$ cat config.mk
export PLATFORM = sky130hd
export DESIGN_NAME = base64_decoder_flat
export DESIGN_NICKNAME = d
export VERILOG_FILES = /design/src/bd_pkg.sv /design/src/bd_req_if.sv /design/src/bd_rsp_if.sv /design/src/bd_front.sv /design/src/bd_queue.sv /design/src/bd_back.sv /design/src/base64_decoder.sv /design/src/flat_wrapper.sv
export SDC_FILE = /design/constraint.sdc
export NUM_CORES = 1
export LEC_CHECK = 0
export BUFFER_PORTS_ARGS = -buffer_cell sky130_fd_sc_hd__buf_2
export CAP_MARGIN = 20
export CELL_PAD_IN_SITES_DETAIL_PLACEMENT = 1
export CELL_PAD_IN_SITES_GLOBAL_PLACEMENT = 1
export CORE_MARGIN = 8
export CORE_UTILIZATION = 50
export CTS_CLUSTER_SIZE = 10
export DETAILED_ROUTE_END_ITERATION = 7
export GPL_TIMING_DRIVEN = 0
export PLACE_DENSITY_LB_ADDON = 0.1
export SYNTH_ARGS = -nofsm -noshare
export SYNTH_HDL_FRONTEND = slang
export SYNTH_SLANG_ARGS = --single-unit
$ cat constraint.sdc
create_clock -name clock -period 13.3 [get_ports clock]
set_clock_uncertainty 0.05 [all_clocks]
set_input_delay 1.995 -clock clock [delete_from_list [all_inputs] [get_ports clock]]
set_output_delay 1.995 -clock clock [all_outputs]
set_load 0.005 [all_outputs]
$ cat src/bd_pkg.sv
// Shared types, codes and the character table of the base64 decoder.
package bd_pkg;

   // Depth of the queue between front and back ends
   localparam int unsigned QUEUE_DEPTH_DEF = 4;

   // Error codes as reported on the result channel
   localparam logic [1:0] ERR_NONE   = 2'd0;
   localparam logic [1:0] ERR_CHAR   = 2'd1;
   localparam logic [1:0] ERR_LENGTH = 2'd2;
   localparam logic [1:0] ERR_PAD    = 2'd3;

   // Sextet classes beyond the 64 data values
   localparam logic [6:0] SEXTET_PAD = 7'd64;
   localparam logic [6:0] SEXTET_BAD = 7'd65;

   // Result counts a request can cause
   localparam logic [1:0] NRES_NONE  = 2'd0;
   localparam logic [1:0] NRES_ONE   = 2'd1;
   localparam logic [1:0] NRES_TWO   = 2'd2;
   localparam logic [1:0] NRES_THREE = 2'd3;

   // One queue entry: the results one request causes
   typedef struct packed {
      logic [23:0] word;     // up to three bytes, first in the top byte
      logic [1:0]  nres;     // number of results, one to three
      logic        is_err;   // single error result instead of bytes
      logic [1:0]  err;      // error code when is_err
      logic        eos;      // last result closes the stream
   } job_type;

   // Alphabet lookup: 0..63 data, SEXTET_PAD for '=', SEXTET_BAD otherwise
   function automatic logic [6:0] sextet_of(input logic [7:0] c);
      logic [6:0] v;
      v = SEXTET_BAD;
      if (c >= 8'h41 && c <= 8'h5a) begin          // 'A'..'Z'
         v = 7'(c - 8'h41);
      end else if (c >= 8'h61 && c <= 8'h7a) begin // 'a'..'z'
         v = 7'(c - 8'h61 + 8'd26);
      end else if (c >= 8'h30 && c <= 8'h39) begin // '0'..'9'
         v = 7'(c - 8'h30 + 8'd52);
      end else if (c == 8'h2b) begin               // '+'
         v = 7'd62;
      end else if (c == 8'h2f) begin               // '/'
         v = 7'd63;
      end else if (c == 8'h3d) begin               // '='
         v = SEXTET_PAD;
      end
      return v;
   endfunction

endpackage

$ cat src/bd_req_if.sv
// Request channel: one character and its end-of-stream flag.
interface bd_req_if;
   logic       valid;
   logic       ready;
   logic [7:0] char_code;
   logic       final_char;

   modport source (output valid, output char_code, output final_char, input ready);
   modport sink   (input valid, input char_code, input final_char, output ready);
endinterface

$ cat src/bd_rsp_if.sv
// Result channel: one decoded byte or error report.
interface bd_rsp_if;
   logic       valid;
   logic       ready;
   logic [7:0] byte_out;
   logic       has_byte;
   logic [1:0] error_code;
   logic       end_of_run;
   logic       end_of_stream;

   modport source (output valid, output byte_out, output has_byte, output error_code,
                   output end_of_run, output end_of_stream, input ready);
   modport sink   (input valid, input byte_out, input has_byte, input error_code,
                   input end_of_run, input end_of_stream, output ready);
endinterface

$ cat src/bd_front.sv
// Front end: classifies characters, tracks group state, builds result jobs.
module bd_front import bd_pkg::*; (
   input  logic        clock,
   input  logic        reset,
   bd_req_if.sink      req_ch,
   input  logic        q_full,
   output logic        q_push,
   output job_type     q_job
);

   logic [17:0] bits_ff, bits_in;
   logic [1:0]  pos_ff, pos_in;
   logic [1:0]  pad_ff, pad_in;
   logic [1:0]  perr_ff, perr_in;

   logic        accept;
   logic [6:0]  v;
   logic        group_full;
   logic [1:0]  pos_next;
   logic [1:0]  err;
   job_type     job;

   assign req_ch.ready = !q_full;
   assign accept       = req_ch.valid && !q_full;

   always_comb begin
      v          = sextet_of(req_ch.char_code);
      bits_in    = bits_ff;
      pad_in     = pad_ff;
      perr_in    = perr_ff;
      group_full = 1'b0;
      job        = '0;

      if (v == SEXTET_BAD) begin
         perr_in = ERR_CHAR;               // outranks an earlier padding error
      end else if (perr_ff == ERR_NONE) begin
         if (v == SEXTET_PAD) begin
            if (pos_ff < 2'd2 || (pos_ff == 2'd3 && !req_ch.final_char)) begin
               perr_in = ERR_PAD;
            end else begin
               pad_in = pad_ff + 2'd1;
            end
         end else if (pad_ff != 2'd0) begin
            perr_in = ERR_PAD;             // data after '='
         end else if (pos_ff != 2'd3) begin
            bits_in = {bits_ff[11:0], v[5:0]};
         end else begin
            group_full = 1'b1;
            job.word   = {bits_ff, v[5:0]};
         end
      end

      pos_next = pos_ff + 2'd1;
      pos_in   = pos_next;
      err      = (pos_next != 2'd0) ? ERR_LENGTH : perr_in;

      if (req_ch.final_char) begin
         job.eos = 1'b1;
         if (err != ERR_NONE) begin
            job.is_err = 1'b1;
            job.err    = err;
            job.nres   = NRES_ONE;
         end else if (group_full) begin
            job.nres = NRES_THREE;
         end else if (pad_in == 2'd1) begin
            job.word = {bits_in, 6'd0};
            job.nres = NRES_TWO;
         end else begin
            job.word = {bits_in[11:0], 12'd0};
            job.nres = NRES_ONE;
         end
         // stream ends: back to reset state
         bits_in = '0;
         pos_in  = '0;
         pad_in  = '0;
         perr_in = ERR_NONE;
      end else if (group_full) begin
         job.nres = NRES_THREE;
         bits_in  = '0;
      end
   end

   assign q_push = accept && (job.nres != NRES_NONE);
   assign q_job  = job;

   always_ff @(posedge clock) begin
      if (reset) begin
         bits_ff <= '0;
         pos_ff  <= '0;
         pad_ff  <= '0;
         perr_ff <= ERR_NONE;
      end else if (accept) begin
         bits_ff <= bits_in;
         pos_ff  <= pos_in;
         pad_ff  <= pad_in;
         perr_ff <= perr_in;
      end
   end

   a_final_clears: assert property (@(posedge clock) disable iff (reset)
      (accept && req_ch.final_char) |=> (pos_ff == 2'd0 && perr_ff == ERR_NONE
                                         && pad_ff == 2'd0))
      else $error("group state not cleared after final character");

   a_error_closes: assert property (@(posedge clock) disable iff (reset)
      (q_push && q_job.is_err) |-> (q_job.eos && q_job.nres == NRES_ONE))
      else $error("error job not a single closing result");

endmodule

$ cat src/bd_queue.sv
// Short job queue between front and back ends.
module bd_queue import bd_pkg::*; #(
   parameter int unsigned DEPTH = QUEUE_DEPTH_DEF
) (
   input  logic    clock,
   input  logic    reset,
   input  logic    push,
   input  job_type push_job,
   input  logic    pop,
   output logic    full,
   output logic    empty,
   output job_type head
);

   localparam int unsigned PTR_W = (DEPTH > 1) ? $clog2(DEPTH) : 1;
   localparam int unsigned CNT_W = $clog2(DEPTH + 1);

   job_type            mem [DEPTH];
   logic [PTR_W-1:0]   wr_ptr_ff, wr_ptr_in;
   logic [PTR_W-1:0]   rd_ptr_ff, rd_ptr_in;
   logic [CNT_W-1:0]   cnt_ff, cnt_in;

   assign full  = (cnt_ff == CNT_W'(DEPTH));
   assign empty = (cnt_ff == '0);
   assign head  = mem[rd_ptr_ff];

   always_comb begin
      wr_ptr_in = wr_ptr_ff;
      rd_ptr_in = rd_ptr_ff;
      cnt_in    = cnt_ff;
      if (push) begin
         wr_ptr_in = (wr_ptr_ff == PTR_W'(DEPTH - 1)) ? '0 : wr_ptr_ff + 1'b1;
      end
      if (pop) begin
         rd_ptr_in = (rd_ptr_ff == PTR_W'(DEPTH - 1)) ? '0 : rd_ptr_ff + 1'b1;
      end
      if (push && !pop) begin
         cnt_in = cnt_ff + 1'b1;
      end else if (pop && !push) begin
         cnt_in = cnt_ff - 1'b1;
      end
   end

   always_ff @(posedge clock) begin
      if (push) begin
         mem[wr_ptr_ff] <= push_job;
      end
   end

   always_ff @(posedge clock) begin
      if (reset) begin
         wr_ptr_ff <= '0;
         rd_ptr_ff <= '0;
         cnt_ff    <= '0;
      end else begin
         wr_ptr_ff <= wr_ptr_in;
         rd_ptr_ff <= rd_ptr_in;
         cnt_ff    <= cnt_in;
      end
   end

   a_no_overflow: assert property (@(posedge clock) disable iff (reset)
      full |-> !push)
      else $error("push into full queue");

   a_no_underflow: assert property (@(posedge clock) disable iff (reset)
      empty |-> !pop)
      else $error("pop from empty queue");

endmodule

$ cat src/bd_back.sv
// Back end: expands queued jobs into results, one per cycle while the result channel is ready, into an output register.
module bd_back import bd_pkg::*; (
   input  logic        clock,
   input  logic        reset,
   input  logic        q_empty,
   input  job_type     q_head,
   output logic        q_pop,
   bd_rsp_if.source    rsp_ch
);

   logic [1:0] k_ff, k_in;
   logic       valid_ff, valid_in;
   logic [7:0] byte_ff, byte_in;
   logic       has_ff, has_in;
   logic [1:0] err_ff, err_in;
   logic       eor_ff, eor_in;
   logic       eos_ff, eos_in;

   logic       take;
   logic       emit;
   logic       last;
   logic [7:0] sel_byte;

   assign take  = !valid_ff || rsp_ch.ready;
   assign emit  = take && !q_empty;
   assign last  = (k_ff == q_head.nres - 2'd1);
   assign q_pop = emit && last;

   always_comb begin
      unique case (k_ff)
         2'd0:    sel_byte = q_head.word[23:16];
         2'd1:    sel_byte = q_head.word[15:8];
         default: sel_byte = q_head.word[7:0];
      endcase
   end

   always_comb begin
      k_in     = k_ff;
      valid_in = valid_ff;
      byte_in  = byte_ff;
      has_in   = has_ff;
      err_in   = err_ff;
      eor_in   = eor_ff;
      eos_in   = eos_ff;
      if (take) begin
         valid_in = !q_empty;
      end
      if (emit) begin
         k_in    = last ? 2'd0 : k_ff + 2'd1;
         byte_in = q_head.is_err ? 8'd0 : sel_byte;
         has_in  = !q_head.is_err;
         err_in  = q_head.is_err ? q_head.err : ERR_NONE;
         eor_in  = last;
         eos_in  = last && q_head.eos;
      end
   end

   always_ff @(posedge clock) begin
      if (reset) begin
         k_ff     <= '0;
         valid_ff <= 1'b0;
      end else begin
         k_ff     <= k_in;
         valid_ff <= valid_in;
      end
      byte_ff <= byte_in;
      has_ff  <= has_in;
      err_ff  <= err_in;
      eor_ff  <= eor_in;
      eos_ff  <= eos_in;
   end

   assign rsp_ch.valid         = valid_ff;
   assign rsp_ch.byte_out      = byte_ff;
   assign rsp_ch.has_byte      = has_ff;
   assign rsp_ch.error_code    = err_ff;
   assign rsp_ch.end_of_run    = eor_ff;
   assign rsp_ch.end_of_stream = eos_ff;

   a_index_in_job: assert property (@(posedge clock) disable iff (reset)
      !q_empty |-> (k_ff < q_head.nres))
      else $error("result index beyond job length");

   a_error_result: assert property (@(posedge clock) disable iff (reset)
      (valid_ff && !has_ff) |-> (err_ff != ERR_NONE && eos_ff && eor_ff))
      else $error("byteless result without error report");

endmodule

$ cat src/base64_decoder.sv
// Base64 decoder top level: front end, job queue and back end.
// Path: the first result of a request goes through the job queue and then the back end's
//   output register before it shows on rsp_ch.
// Throughput: one request per cycle while the queue has room and one result per cycle while
//   rsp_ch is ready; the back end's single output register sets the result rate.
// Reset: synchronous and active high; clears group state, queue pointers and output valid.
module base64_decoder import bd_pkg::*; #(
   parameter int unsigned QUEUE_DEPTH = QUEUE_DEPTH_DEF
) (
   input  logic     clock,
   input  logic     reset,
   bd_req_if.sink   req_ch,
   bd_rsp_if.source rsp_ch
);

   // front to queue
   logic    q_push;
   job_type q_job;
   logic    q_full;

   // queue to back
   logic    q_pop;
   logic    q_empty;
   job_type q_head;

   // Front end takes a request each cycle the queue has room; a request that
   // causes no result (mid-group character) only updates the group state.
   bd_front u_front (
      .clock  (clock),
      .reset  (reset),
      .req_ch (req_ch),
      .q_full (q_full),
      .q_push (q_push),
      .q_job  (q_job)
   );

   // Queue lets the front run on while the back end drains three-byte groups
   // or waits on a stalled result channel.
   bd_queue #(
      .DEPTH (QUEUE_DEPTH)
   ) u_queue (
      .clock    (clock),
      .reset    (reset),
      .push     (q_push),
      .push_job (q_job),
      .pop      (q_pop),
      .full     (q_full),
      .empty    (q_empty),
      .head     (q_head)
   );

   // Back end walks each job's results in order and pops it after the last.
   bd_back u_back (
      .clock   (clock),
      .reset   (reset),
      .q_empty (q_empty),
      .q_head  (q_head),
      .q_pop   (q_pop),
      .rsp_ch  (rsp_ch)
   );

endmodule
$ cat src/flat_wrapper.sv
// flat-port wrapper written by rule: the top's interface ports become plain ports
module base64_decoder_flat import bd_pkg::*;
#(
   parameter int unsigned QUEUE_DEPTH = QUEUE_DEPTH_DEF
)
  (clock, reset, req_ch_valid, req_ch_char_code, req_ch_final_char, req_ch_ready, rsp_ch_valid, rsp_ch_byte_out, rsp_ch_has_byte, rsp_ch_error_code, rsp_ch_end_of_run, rsp_ch_end_of_stream, rsp_ch_ready);
  bd_req_if req_ch_i ();
  bd_rsp_if rsp_ch_i ();
  input  logic clock;
  input  logic reset;
  input wire logic [$bits(req_ch_i.valid)-1:0] req_ch_valid;
  input wire logic [$bits(req_ch_i.char_code)-1:0] req_ch_char_code;
  input wire logic [$bits(req_ch_i.final_char)-1:0] req_ch_final_char;
  output wire logic [$bits(req_ch_i.ready)-1:0] req_ch_ready;
  output wire logic [$bits(rsp_ch_i.valid)-1:0] rsp_ch_valid;
  output wire logic [$bits(rsp_ch_i.byte_out)-1:0] rsp_ch_byte_out;
  output wire logic [$bits(rsp_ch_i.has_byte)-1:0] rsp_ch_has_byte;
  output wire logic [$bits(rsp_ch_i.error_code)-1:0] rsp_ch_error_code;
  output wire logic [$bits(rsp_ch_i.end_of_run)-1:0] rsp_ch_end_of_run;
  output wire logic [$bits(rsp_ch_i.end_of_stream)-1:0] rsp_ch_end_of_stream;
  input wire logic [$bits(rsp_ch_i.ready)-1:0] rsp_ch_ready;
  assign req_ch_i.valid = req_ch_valid;
  assign req_ch_i.char_code = req_ch_char_code;
  assign req_ch_i.final_char = req_ch_final_char;
  assign req_ch_ready = req_ch_i.ready;
  assign rsp_ch_valid = rsp_ch_i.valid;
  assign rsp_ch_byte_out = rsp_ch_i.byte_out;
  assign rsp_ch_has_byte = rsp_ch_i.has_byte;
  assign rsp_ch_error_code = rsp_ch_i.error_code;
  assign rsp_ch_end_of_run = rsp_ch_i.end_of_run;
  assign rsp_ch_end_of_stream = rsp_ch_i.end_of_stream;
  assign rsp_ch_i.ready = rsp_ch_ready;
  base64_decoder #(.QUEUE_DEPTH(QUEUE_DEPTH)) u_core (.clock(clock), .reset(reset), .req_ch(req_ch_i), .rsp_ch(rsp_ch_i));
endmodule
==> run metrics, run 1 <==
Vias 5065; most frequent cell after synthesis edfxtp_1; Leakage 3.13 nW; leading area contributor after synthesis edfxtp_1; Initial Util 0.504; Synth cell types 72; Post-synth EDFFs 133; Mapped Area 0.00788 sq mm; Pre-Repair DR Iteration Count 5; DIE HEIGHT 142 um; Endpoint, Worst Hold u_core.u_back.rsp_ch.valid$_SDFFE_PP0N_; final hold vios 0; cts hold-fix bufs 0; Mean Syn Cell Area 13.7 sq um; IO buf count 26; Yosys reg bits 169; Clock Latency Late Sink 0.43 ns; Hold Crit Start u_core.u_back.rsp_ch.valid$_SDFFE_PP0N_; cts repair resizes 0; Crit path arrival time 6.14 ns; Final Wtd Congestion 0.859; Worst R2R Setup Slack 10.16 ns; max-slew violation count 0; DRC 0; ys flop type edfxtp_1; smallest hold slack 0.426 ns; Root Buffer clkbuf_16; row count 46; max_cap viols 0; Hold Path Stages 2; Clock Sinks 169; CTS HTree Levels 4; setup tns final 0 ns; Tmin final 5.83 ns; share of the synthesized area in the top cell type 0.507; Post-Place Cell Area 0.00829 sq mm; clock-pin slew on the worst setup and hold paths 0.07 ns; FF-to-FF End u_core.u_back.rsp_ch.byte_out[7]$_SDFFCE_PP0P_; per-cell routed wire length 22.8 um; TritonCTS buffer count 17; Nets 654; Seq/Total Area, Yosys 0.598; initial DRC count 360; Comb pwr share 0.222; GRT overflow 0; Switching Fraction 0.292; Commonest cells post-synth edfxtp_1 (133), nor2_1 (55), nand2_1 (44); Worst Path Max Fanout 10; final setup vio count 0; vias per cell 5.97; Synth Instances 575; CP Data Required Time 13.61 ns; Async SR Flop Fraction 0; P_sw 0.439 mW; layout cells sized above 1 0.201; filler cell count 1574; die footprint 0.0200 sq mm; CP endpoint kind register; slew margin rel. 0.402; Detail Placement HPWL 13.4 mm; status completed; P_int 1.06 mW; Max VDD drop 0.0927 mV; Seq pwr share 0.434; vias in the first global route 5466; Clock Tree Buf Depth 2; io pins 28; HP Class reg -> reg; grt peak-use layer met2; initial antenna violation count 0; M2 GR Usage 0.339; die span in x 142 um; synth top area cells edfxtp_1 (51%), dfxtp_1 (9.1%), mux4_2 (8.6%), ha_1 (3.2%), nor2_1 (2.6%); post-CTS setup buffers 0; Clk pwr share 0.343; R2R cell count 5; Worst Max-Slew Pin Slew 0.872 ns; DRT antenna net count 0; met3 Use GR 0.0376; CP startpoint kind input port; Ant. Diodes 0; Setup CP Type in -> reg; GR met1 Demand/Resource 0.248; global-route wire length before repair 30.1 mm; total global-route track usage 0.201; YS warnings 0; fin crit share 0.438; Post-Route WL 19.4 mm; maximum clock frequency 172 MHz; largest net degree at the start of global routing 31; PD cells 169 mW/mm^2; RSZ-0062 raised after global routing false; Finished Cell Area 0.00890 sq mm; CTS tree done; Core Area 0.0157 sq mm; Synth Net Count 609; Area Growth Syn to Fin 12.9%
## kinds of logic (layout without fill, tap and decap cells)
logic type      Yosys count  count (layout)  share of synthesized area
simple gates            166             166                      0.109
compound gates          119             119                      0.118
fa+ha+maj                21              21                     0.0343
buf+inv                  50             108                     0.0273
flops                   169             169                      0.598
xor+xnor                  4               4                    0.00540
mux                      46              46                      0.108
## worst max-delay path by stage
stage | startpoint | end | slack (ns) | cells past startpoint
detailed placement | req_ch_char_code[2] | u_core.u_queue.cnt_ff[2]$_SDFFE_PP0P_ | 7.04 | 18
CTS | req_ch_char_code[2] | u_core.u_queue.cnt_ff[2]$_SDFFE_PP0P_ | 7.49 | 18
floorplan | req_ch_char_code[3] | u_core.u_queue.cnt_ff[2]$_SDFFE_PP0P_ | 7.75 | 18
global route | req_ch_char_code[3] | u_core.u_queue.cnt_ff[2]$_SDFFE_PP0P_ | 7.20 | 19
global placement | req_ch_char_code[2] | u_core.u_queue.mem[0][8]$_DFFE_PP_ | 6.78 | 13
finish | req_ch_char_code[2] | u_core.u_queue.cnt_ff[2]$_SDFFE_PP0P_ | 7.47 | 18
## final cells by class
cell class / count / area [sq um] / share of cell area
plain buffers: 26 / 125 / 0.0141
clock inverters: 14 / 184 / 0.0207
clock buffers: 18 / 429 / 0.0482
repair buffers: 26 / 130 / 0.0146
inverters: 24 / 90.1 / 0.0101
multi-input cells: 356 / 2960 / 0.332
well taps: 216 / 270 / 0.0304
flip-flops and latches: 169 / 4710 / 0.530
## sequential cells by signal, summed over array words and instances (netlist names), 2 cells and up, named ones only
signal,cells
u_core.u_queue.cnt_ff,3
u_core.u_back.k_ff,2
u_core.u_queue.rd_ptr_ff,2
u_core.u_queue.wr_ptr_ff,2
u_core.u_back.rsp_ch.byte_out,8
u_core.u_front.bits_ff,18
u_core.u_front.pad_ff,2
u_core.u_front.pos_ff,2
u_core.u_queue.mem,120
u_core.u_back.rsp_ch.error_code,2
u_core.u_front.perr_ff,2
## power by group through the flow
stage	registers (mW)	logic, mW	clock network [mW]
after detailed placement	0.664	0.338	0
after CTS	0.653	0.340	0.521
final	0.652	0.334	0.515
after global routing	0.659	0.366	0.539
after floorplan	0.662	0.220	0
after global placement	0.661	0.326	0
## metal layers
layer  part of all wire  up-vias
met1               0.44     2617
met3              0.039       30
met2               0.50      115
met5                  0        -
li1                   -     2303
met4              0.024        0
## stage by stage
step	power [mW]	setup slack (ns)	util	instances
detailed placement	1.00	7.04	0.529	817
finish	1.50	7.47	0.569	849
global route	1.56	7.20	0.569	849
floorplan	0.882	7.75	-	575
CTS	1.51	7.49	0.569	849
global placement	0.987	6.78	0.529	817
## worst max-delay path: stages
cell	delay, ns
buf_2	0.21
inv_1	0.18
ha_1	0.30
nor2b_1	0.16
o22ai_2	0.34
nand3_2	0.22
o211a_1	0.30
and4_4	0.20
buf_6	0.13
a21o_1	0.19
buf_2	0.21
a21oi_2	0.34
ha_1	0.26
inv_1	0.06
fa_1	0.38
xor2_1	0.19
or3_1	0.33
a21oi_1	0.15
## cell usage in the layout, fill, tap and decap left out, types with 4 or more instances in the layout
| master | count |
|---|---|
| nand3_1 | 7 |
| nand4_1 | 5 |
| nor2_1 | 55 |
| a32o_1 | 5 |
| buf_1 | 6 |
| ha_1 | 20 |
| o21ai_0 | 7 |
| and2_1 | 10 |
| o211ai_1 | 5 |
| clkbuf_16 | 17 |
| mux2i_1 | 6 |
| a21boi_0 | 7 |
| inv_6 | 5 |
| a22oi_1 | 27 |
| clkbuf_1 | 13 |
| a22o_1 | 6 |
| and2_2 | 4 |
| buf_2 | 30 |
| a21oi_1 | 24 |
| edfxtp_1 | 133 |
| dfxtp_1 | 36 |
| mux2_1 | 5 |
| nor3_1 | 9 |
| inv_1 | 23 |
| a221o_1 | 6 |
| mux2_2 | 4 |
| mux4_2 | 30 |
| a21o_1 | 6 |
| nand2_1 | 44 |
No activity file was read; power rests on OpenSTA's default activity.
==> run 2, diff against run 1 <==
--- a/config.mk
+++ b/config.mk
@@ -10,7 +10,7 @@
 export CELL_PAD_IN_SITES_DETAIL_PLACEMENT = 1
 export CELL_PAD_IN_SITES_GLOBAL_PLACEMENT = 1
 export CORE_MARGIN = 8
-export CORE_UTILIZATION = 50
+export CORE_UTILIZATION = 47
 export CTS_CLUSTER_SIZE = 10
 export DETAILED_ROUTE_END_ITERATION = 7
 export GPL_TIMING_DRIVEN = 0
==> constraint.sdc (replaced) <==
create_clock -name clock -period 4.9 [get_ports clock]
set_clock_uncertainty 0.05 [all_clocks]
set_input_delay 0.735 -clock clock [delete_from_list [all_inputs] [get_ports clock]]
set_output_delay 0.735 -clock clock [all_outputs]
set_load 0.005 [all_outputs]
==> run 2 against run 1 <==
Combinational power grew to 2.7 times the previous value. Highest routed layer unchanged. Critical path type unchanged. Critical endpoint unchanged. Global-route usage is 1.0 points lower. Hold slack worse by 0.0054 ns. Register-to-register slack worse by 8.5 ns. Non-clock buffer count stayed put.
==> run metrics, run 2 (same netlist as run 1, synthesis figures left out) <==
status completed; Initial Util 0.479 (-0.0248); slew margin rel. 0.354 (-0.0482); Pre-Repair DR Iteration Count 5 (unchanged); Hold Crit Start u_core.u_back.rsp_ch.valid$_SDFFE_PP0N_; per-cell routed wire length 23.1 um (+1.2%); CP cell instances buf_2, inv_1, ha_1, nor2b_1, o22ai_2, nand3_2, o21a_1, and4_4, buf_6, a21o_1, buf_2, a21oi_2, ha_1, inv_1, fa_1, xor2_1, or3_1, a21oi_1; max reg flops 120 (unchanged); Leakage 3.14 nW (+0.11%); Critical-path top delay cell fa_1; post-CTS setup buffers 0 (unchanged); R2R cell count 5 (unchanged); Finished Cell Area 0.00893 sq mm (+0.35%); HP Class reg -> reg; io pins 28 (unchanged); Area Growth Syn to Fin 13.3%; max_cap viols 0 (unchanged); most common cell after layout, fill and taps aside edfxtp_1; Clk pwr share 0.351 (+0.008); initial DRC count 314 (-13%); Max VDD drop 0.251 mV (+170%); layout cells sized above 1 0.202 (+0.00158); DIE HEIGHT 146 um (+2.8%); leading cell types in the layout, fill and taps excluded edfxtp_1 (133), nor2_1 (55), nand2_1 (44); metal3 WL 887 um (+16%); Post-Route WL 19.7 mm (+1.7%); final hold vios 0 (unchanged); Final Wtd Congestion 0.859 (about the same); filler cell count 1654 (+5.1%); P_int 2.93 mW (+180%); Setup CP Type in -> reg; wl on met1 8.39 mm (-1.2%); maximum clock frequency 222 MHz; Crit path arrival time 4.82 ns (-1.32 ns); FF-to-FF End u_core.u_back.rsp_ch.byte_out[4]$_SDFFCE_PP0P_; die span in x 146 um (+2.8%); CP endpoint kind register; Routed met2 length 9.93 mm (+2.7%); Tmin final 4.51 ns; CTS tree done; CP Data Required Time 5.22 ns (-8.39 ns); Vias 5079 (+0.28%); total global-route track usage 0.190 (-0.0105); Clock Sinks 169 (unchanged); row count 47 (+2.2%); final setup vio count 0 (unchanged); DRT antenna net count 0 (unchanged); initial antenna violation count 0 (unchanged); CTS HTree Levels 4 (unchanged); Hold Path Stages 2 (unchanged); DRC 0 (unchanged); Worst Max-Slew Pin Slew 0.969 ns (+0.0973 ns); PD cells 462 mW/mm^2 (+170%); Core Area 0.0165 sq mm (+5.2%); vias per cell 5.95 (-0.19%); DR top layer met4; Ant. Diodes 0 (unchanged); Post-Place Cell Area 0.00829 sq mm (about the same); Comb pwr share 0.220 (-0.002); area of the multi-input gates 0.00296 sq mm (unchanged); Setup WS pre-CTS -0.0668 ns (-7.11 ns); clock-pin slew on the worst setup and hold paths 0.07 ns (about the same); die footprint 0.0212 sq mm (+5.7%); P_sw 1.20 mW (+170%); Register Area 0.00471 sq mm (unchanged); global-route wire length before repair 30.9 mm (+2.8%); Switching Fraction 0.291 (-0.00176); max-slew violation count 0 (unchanged); cts repair resizes 0 (unchanged); delay of the slowest cell on the worst path 0.38 ns (about the same); Detail Placement HPWL 13.4 mm (+0.25%); Largest Register u_core.u_queue.mem; Clock Tree Buf Depth 2 (unchanged); RSZ-0062 raised after global routing false; Worst R2R Setup Slack 1.67 ns (-8.49 ns); Worst Path Max Fanout 10 (unchanged); Seq pwr share 0.429 (-0.005); Endpoint, Worst Hold u_core.u_back.rsp_ch.valid$_SDFFE_PP0N_; fin crit share 0.920; largest net degree at the start of global routing 31 (unchanged); Nets 654 (unchanged); CP startpoint kind input port; cts hold-fix bufs 0 (unchanged); vias in the first global route 5535 (+1.3%); setup ws final 0.393 ns (-7.08 ns); TritonCTS buffer count 17 (unchanged); Clock Latency Late Sink 0.43 ns (about the same); IO buf count 26 (unchanged); Root Buffer clkbuf_16; GRT overflow 0 (unchanged)
## run 2: cell count changes in the layout (fill, tap and decap cells not counted), sizes merged
cell	change
clkinv	+1
clkinvlp	+2
bufinv	+1
inv	-3
clkbuf	-1
## run 2: worst max-delay path by stage
stage                              startpoint                               endpoint  slack (ns)  cells after the start
after floorplan           req_ch_char_code[3]  u_core.u_queue.cnt_ff[2]$_SDFFE_PP0P_        0.61                     18
after global placement    req_ch_char_code[2]     u_core.u_queue.mem[0][8]$_DFFE_PP_       -0.39                     13
after detailed placement  req_ch_char_code[2]  u_core.u_queue.cnt_ff[2]$_SDFFE_PP0P_       -0.07                     18
after CTS                 req_ch_char_code[2]  u_core.u_queue.cnt_ff[2]$_SDFFE_PP0P_        0.39                     18
after global routing      req_ch_char_code[2]  u_core.u_queue.cnt_ff[2]$_SDFFE_PP0P_        0.14                     18
final                     req_ch_char_code[2]  u_core.u_queue.cnt_ff[2]$_SDFFE_PP0P_        0.39                     18
## run 2: layer usage
layer  up-vias  global-route usage
met3        34              0.0376
met4         0              0.0859
met1      2617               0.226
li1       2312                   -
met2       116               0.329
met5         -                   0
## run 2: layout make-up
cell class / count / area share
clock buffers: 17 / 0.0476
inverters: 24 / 0.0101
multi-input cells: 356 / 0.331
plain buffers: 26 / 0.0140
repair buffers: 26 / 0.0146
flip-flops and latches: 169 / 0.528
clock inverters: 15 / 0.0239
well taps: 220 / 0.0308
## run 2: worst max-delay path: cells and delay by family
| family | cells | cell delay (ns) |
|---|---|---|
| AND/OR/NAND/NOR | 4 | 0.89 |
| adder cells (fa/ha/maj) | 3 | 0.94 |
| XOR/XNOR | 1 | 0.18 |
| AO/OA/AOI/OAI | 5 | 1.30 |
| buffers and inverters | 5 | 0.77 |
## run 2: per-stage QoR
stage / cells / utilization / hold slack [ns] / total power, mW / setup TNS [ns]
finish: 853 / 0.543 / 0.421 / 4.13 / 0
global placement: 821 / 0.503 / 0.403 / 2.68 / -44.03
detailed placement: 821 / 0.504 / 0.418 / 2.72 / -0.0668
global route: 853 / 0.543 / 0.462 / 4.30 / 0
CTS: 853 / 0.543 / 0.427 / 4.17 / 0
floorplan: 575 / - / 0.404 / 2.39 / 0
## run 2: power by group through the flow
stage | clock network, mW | registers, mW | logic, mW
2_1_floorplan | 0 | 1.80 | 0.597
6_report | 1.45 | 1.77 | 0.910
3_5_place_dp | 0 | 1.81 | 0.916
5_1_grt | 1.51 | 1.79 | 0.998
4_1_cts | 1.47 | 1.78 | 0.926
3_3_place_gp | 0 | 1.79 | 0.887
==> run 3, diff against run 2 <==
--- a/config.mk
+++ b/config.mk
@@ -5,12 +5,13 @@
 export SDC_FILE = /design/constraint.sdc
 export NUM_CORES = 1
 export LEC_CHECK = 0
+export ABC_AREA = 1
 export BUFFER_PORTS_ARGS = -buffer_cell sky130_fd_sc_hd__buf_2
 export CAP_MARGIN = 20
 export CELL_PAD_IN_SITES_DETAIL_PLACEMENT = 1
 export CELL_PAD_IN_SITES_GLOBAL_PLACEMENT = 1
 export CORE_MARGIN = 8
-export CORE_UTILIZATION = 47
+export CORE_UTILIZATION = 44
 export CTS_CLUSTER_SIZE = 10
 export DETAILED_ROUTE_END_ITERATION = 7
 export GPL_TIMING_DRIVEN = 0
==> run 3 against run 2 <==
Synthesized area is 9.8% higher. Fmax rose by 7.3%. Die area up 15%. Via count increased by 32%. Global-route usage up 1.5 points.
==> run metrics, run 3 <==
Clk pwr share 0.292 (-0.059); synth top area cells edfxtp_1 (46%), nand2_1 (12%), dfxtp_1 (8.3%), nor2_1 (4.3%), o21ai_0 (3.9%); Worst Path Max Fanout 9 (-1); Post-Route WL 23.9 mm (+21%); Max VDD drop 0.260 mV (+3.7%); Synth cell types 38 (-47%); CP startpoint kind input port; Vias 6727 (+32%); CTS HTree Levels 4 (unchanged); FF-to-FF End u_core.u_queue.cnt_ff[2]$_SDFFE_PP0P_; Nets 1052 (+61%); fin crit share 0.857 (-0.0629); Finished Cell Area 0.00981 sq mm (+9.8%); setup ws final 0.702 ns (+0.308 ns); ys flop type edfxtp_1; DRT antenna net count 0 (unchanged); layout cells sized above 1 0.125 (-0.0771); Hold Crit Start u_core.u_front.bits_ff[12]$_SDFFE_PP0P_; final setup vio count 0 (unchanged); setup tns final 0 ns (unchanged); status completed; YS warnings 0 (unchanged); Yosys reg bits 169 (unchanged); Switching Fraction 0.361 (+0.0704); cts hold-fix bufs 0 (unchanged); Clock Latency Late Sink 0.44 ns (about the same); CP Data Required Time 5.17 ns (-0.05 ns); leading cell types in the layout, fill and taps excluded nand2_1 (287), edfxtp_1 (133), nor2_1 (96); most frequent cell after synthesis nand2_1; slew margin rel. 0.480 (+0.126); Comb pwr share 0.304 (+0.084); Tmin final 4.20 ns (-0.308 ns); clock-pin slew on the worst setup and hold paths 0.07 ns (about the same); Seq pwr share 0.404 (-0.025); max_cap viols 0 (unchanged); die footprint 0.0244 sq mm (+15%); Area Growth Syn to Fin 13.3% (about the same); Setup WS pre-CTS 0.263 ns (+0.330 ns); total global-route track usage 0.205 (+0.0149); Mean Syn Cell Area 8.92 sq um (-35%); Clock Tree Buf Depth 2 (unchanged); TritonCTS buffer count 17 (unchanged); Final Wtd Congestion 0.823 (-4.2%); Register Area 0.00471 sq mm (unchanged); Worst Max-Slew Pin Slew 0.780 ns (-0.189 ns); Core Util, Final 0.505 (-0.0371); Synth Instances 970 (+69%); vias in the first global route 7039 (+27%); Initial Util 0.446 (-0.0326); P_int 2.80 mW (-4.6%); initial DRC count 470 (+50%); Largest Register u_core.u_queue.mem; GRT overflow 0 (unchanged); HP Class reg -> reg; Post-synth EDFFs 133 (unchanged); CP endpoint kind register; vias per cell 5.19 (-13%); final hold vios 0 (unchanged); Hold Path Stages 2 (unchanged); DRC 0 (unchanged); largest net degree at the start of global routing 29 (-6.5%); PD cells 446 mW/mm^2 (-3.5%); Async SR Flop Fraction 0 (unchanged); M2 GR Usage 0.343 (+0.0139); most common cell after layout, fill and taps aside nand2_1; CTS tree done; Endpoint, Worst Hold u_core.u_front.bits_ff[12]$_SDFFE_PP0P_; Seq/Total Area, Yosys 0.545 (-0.0533); filler cell count 2308 (+40%); per-cell routed wire length 18.4 um (-20%); leading area contributor after synthesis edfxtp_1; cts repair resizes 0 (unchanged); row count 51 (+8.5%); Detail Placement HPWL 17.4 mm (+30%); Setup CP Type in -> reg; Crit path arrival time 4.47 ns (-0.35 ns); met3 Use GR 0.0284 (-0.00922); Mapped Area 0.00866 sq mm (+9.8%); global-route wire length before repair 38.4 mm (+24%); GR met1 Demand/Resource 0.270 (+0.0444); Clock Sinks 169 (unchanged); area of the multi-input gates 0.00346 sq mm (+17%); grt peak-use layer met2; Pre-Repair DR Iteration Count 5 (unchanged); io pins 28 (unchanged); Synth Net Count 1004 (+65%); Core Area 0.0194 sq mm (+18%); max-slew violation count 0 (unchanged); P_sw 1.58 mW (+32%); Root Buffer clkbuf_16; Ant. Diodes 0 (unchanged); IO buf count 24 (-7.7%); RSZ-0062 raised after global routing false; R2R cell count 17 (+12); Worst R2R Setup Slack 1.71 ns (+0.04 ns); maximum clock frequency 238 MHz (+7.3%); Post-Place Cell Area 0.00924 sq mm (+11%); Leakage 4.09 nW (+30%); share of the synthesized area in the top cell type 0.461 (-0.0452); DIE HEIGHT 156 um (+7.4%); max reg flops 120 (unchanged); post-CTS setup buffers 0 (unchanged); die span in x 156 um (+7.4%); Commonest cells post-synth nand2_1 (287), edfxtp_1 (133), nor2_1 (100); initial antenna violation count 0 (unchanged)
## run 3: changes by cell type after synthesis, sizes merged, moves of 14 or more
cell	delta
a21oi	+19
a22oi	-27
and2	-14
inv	+47
mux4	-30
nand2	+254
nand3	+56
nand4	+16
nor2	+64
o21ai	+59
o22ai	+25
## run 3: layer usage
metal,vias to the layer above,wire (um)
met5,-,0
met4,0,370
met3,26,770
met2,119,11500
met1,3228,11300
li1,3354,-
## run 3: stage by stage
stage                     instances  power, mW  hold slack (ns)
final                          1296       4.38            0.437
after global routing           1296       4.63            0.467
after CTS                      1296       4.42            0.440
after detailed placement       1264       3.14            0.429
after global placement         1259       3.07            0.419
after floorplan                 970       2.64            0.408
## run 3: final cells by class
type                       count  area share
buffer                        45      0.0245
clock buffer                  18      0.0438
clock inverter                14      0.0137
inverter                      73      0.0282
multi-input combinational    683       0.353
sequential                   169       0.481
tap                          265      0.0338
timing repair buffer          29      0.0223
## run 3: worst max-delay path, stage by stage
cell and delay [ns]:
buf_2 0.11, buf_2 0.17, inv_2 0.14, ha_1 0.28, nand2_1 0.07, nand2_1 0.09, nand2_1 0.05, inv_1 0.08
nand2_4 0.09, nand3_1 0.12, nand3_1 0.14, a21oi_2 0.31, nand2_4 0.16, nor2_8 0.20, nor2_8 0.06, nand3_2 0.13
nand2_1 0.08, nand2_1 0.41, inv_1 0.09, ha_1 0.19, inv_1 0.10, fa_1 0.41, o21ai_0 0.16, a21oi_1 0.05
## run 3: worst max path at each step
| stage | from | endpoint | slack (ns) | cells after the start |
|---|---|---|---|---|
| finish | req_ch_char_code[2] | u_core.u_queue.cnt_ff[1]$_SDFFE_PP0P_ | 0.70 | 24 |
| global route | req_ch_char_code[2] | u_core.u_queue.cnt_ff[2]$_SDFFE_PP0P_ | 0.27 | 27 |
| detailed placement | req_ch_char_code[2] | u_core.u_queue.cnt_ff[1]$_SDFFE_PP0P_ | 0.26 | 24 |
| floorplan | req_ch_char_code[2] | u_core.u_queue.mem[0][0]$_DFFE_PP_ | 0.67 | 18 |
| CTS | req_ch_char_code[2] | u_core.u_queue.cnt_ff[1]$_SDFFE_PP0P_ | 0.70 | 24 |
| global placement | req_ch_char_code[3] | u_core.u_queue.mem[3][6]$_DFFE_PP_ | -1.08 | 18 |
## run 3: power groups by stage
stage               clock [mW]  combinational, mW  sequential, mW
detailed placement           0               1.34            1.80
global route              1.34               1.50            1.78
floorplan                    0              0.841            1.80
CTS                       1.30               1.35            1.77
global placement             0               1.27            1.80
finish                    1.28               1.33            1.77
## run 3: cell families after synthesis
logic type,synth area share
xor+xnor,0.00911
compound gates,0.0918
simple gates,0.264
buf+inv,0.0597
fa+ha+maj,0.0312
flops,0.545
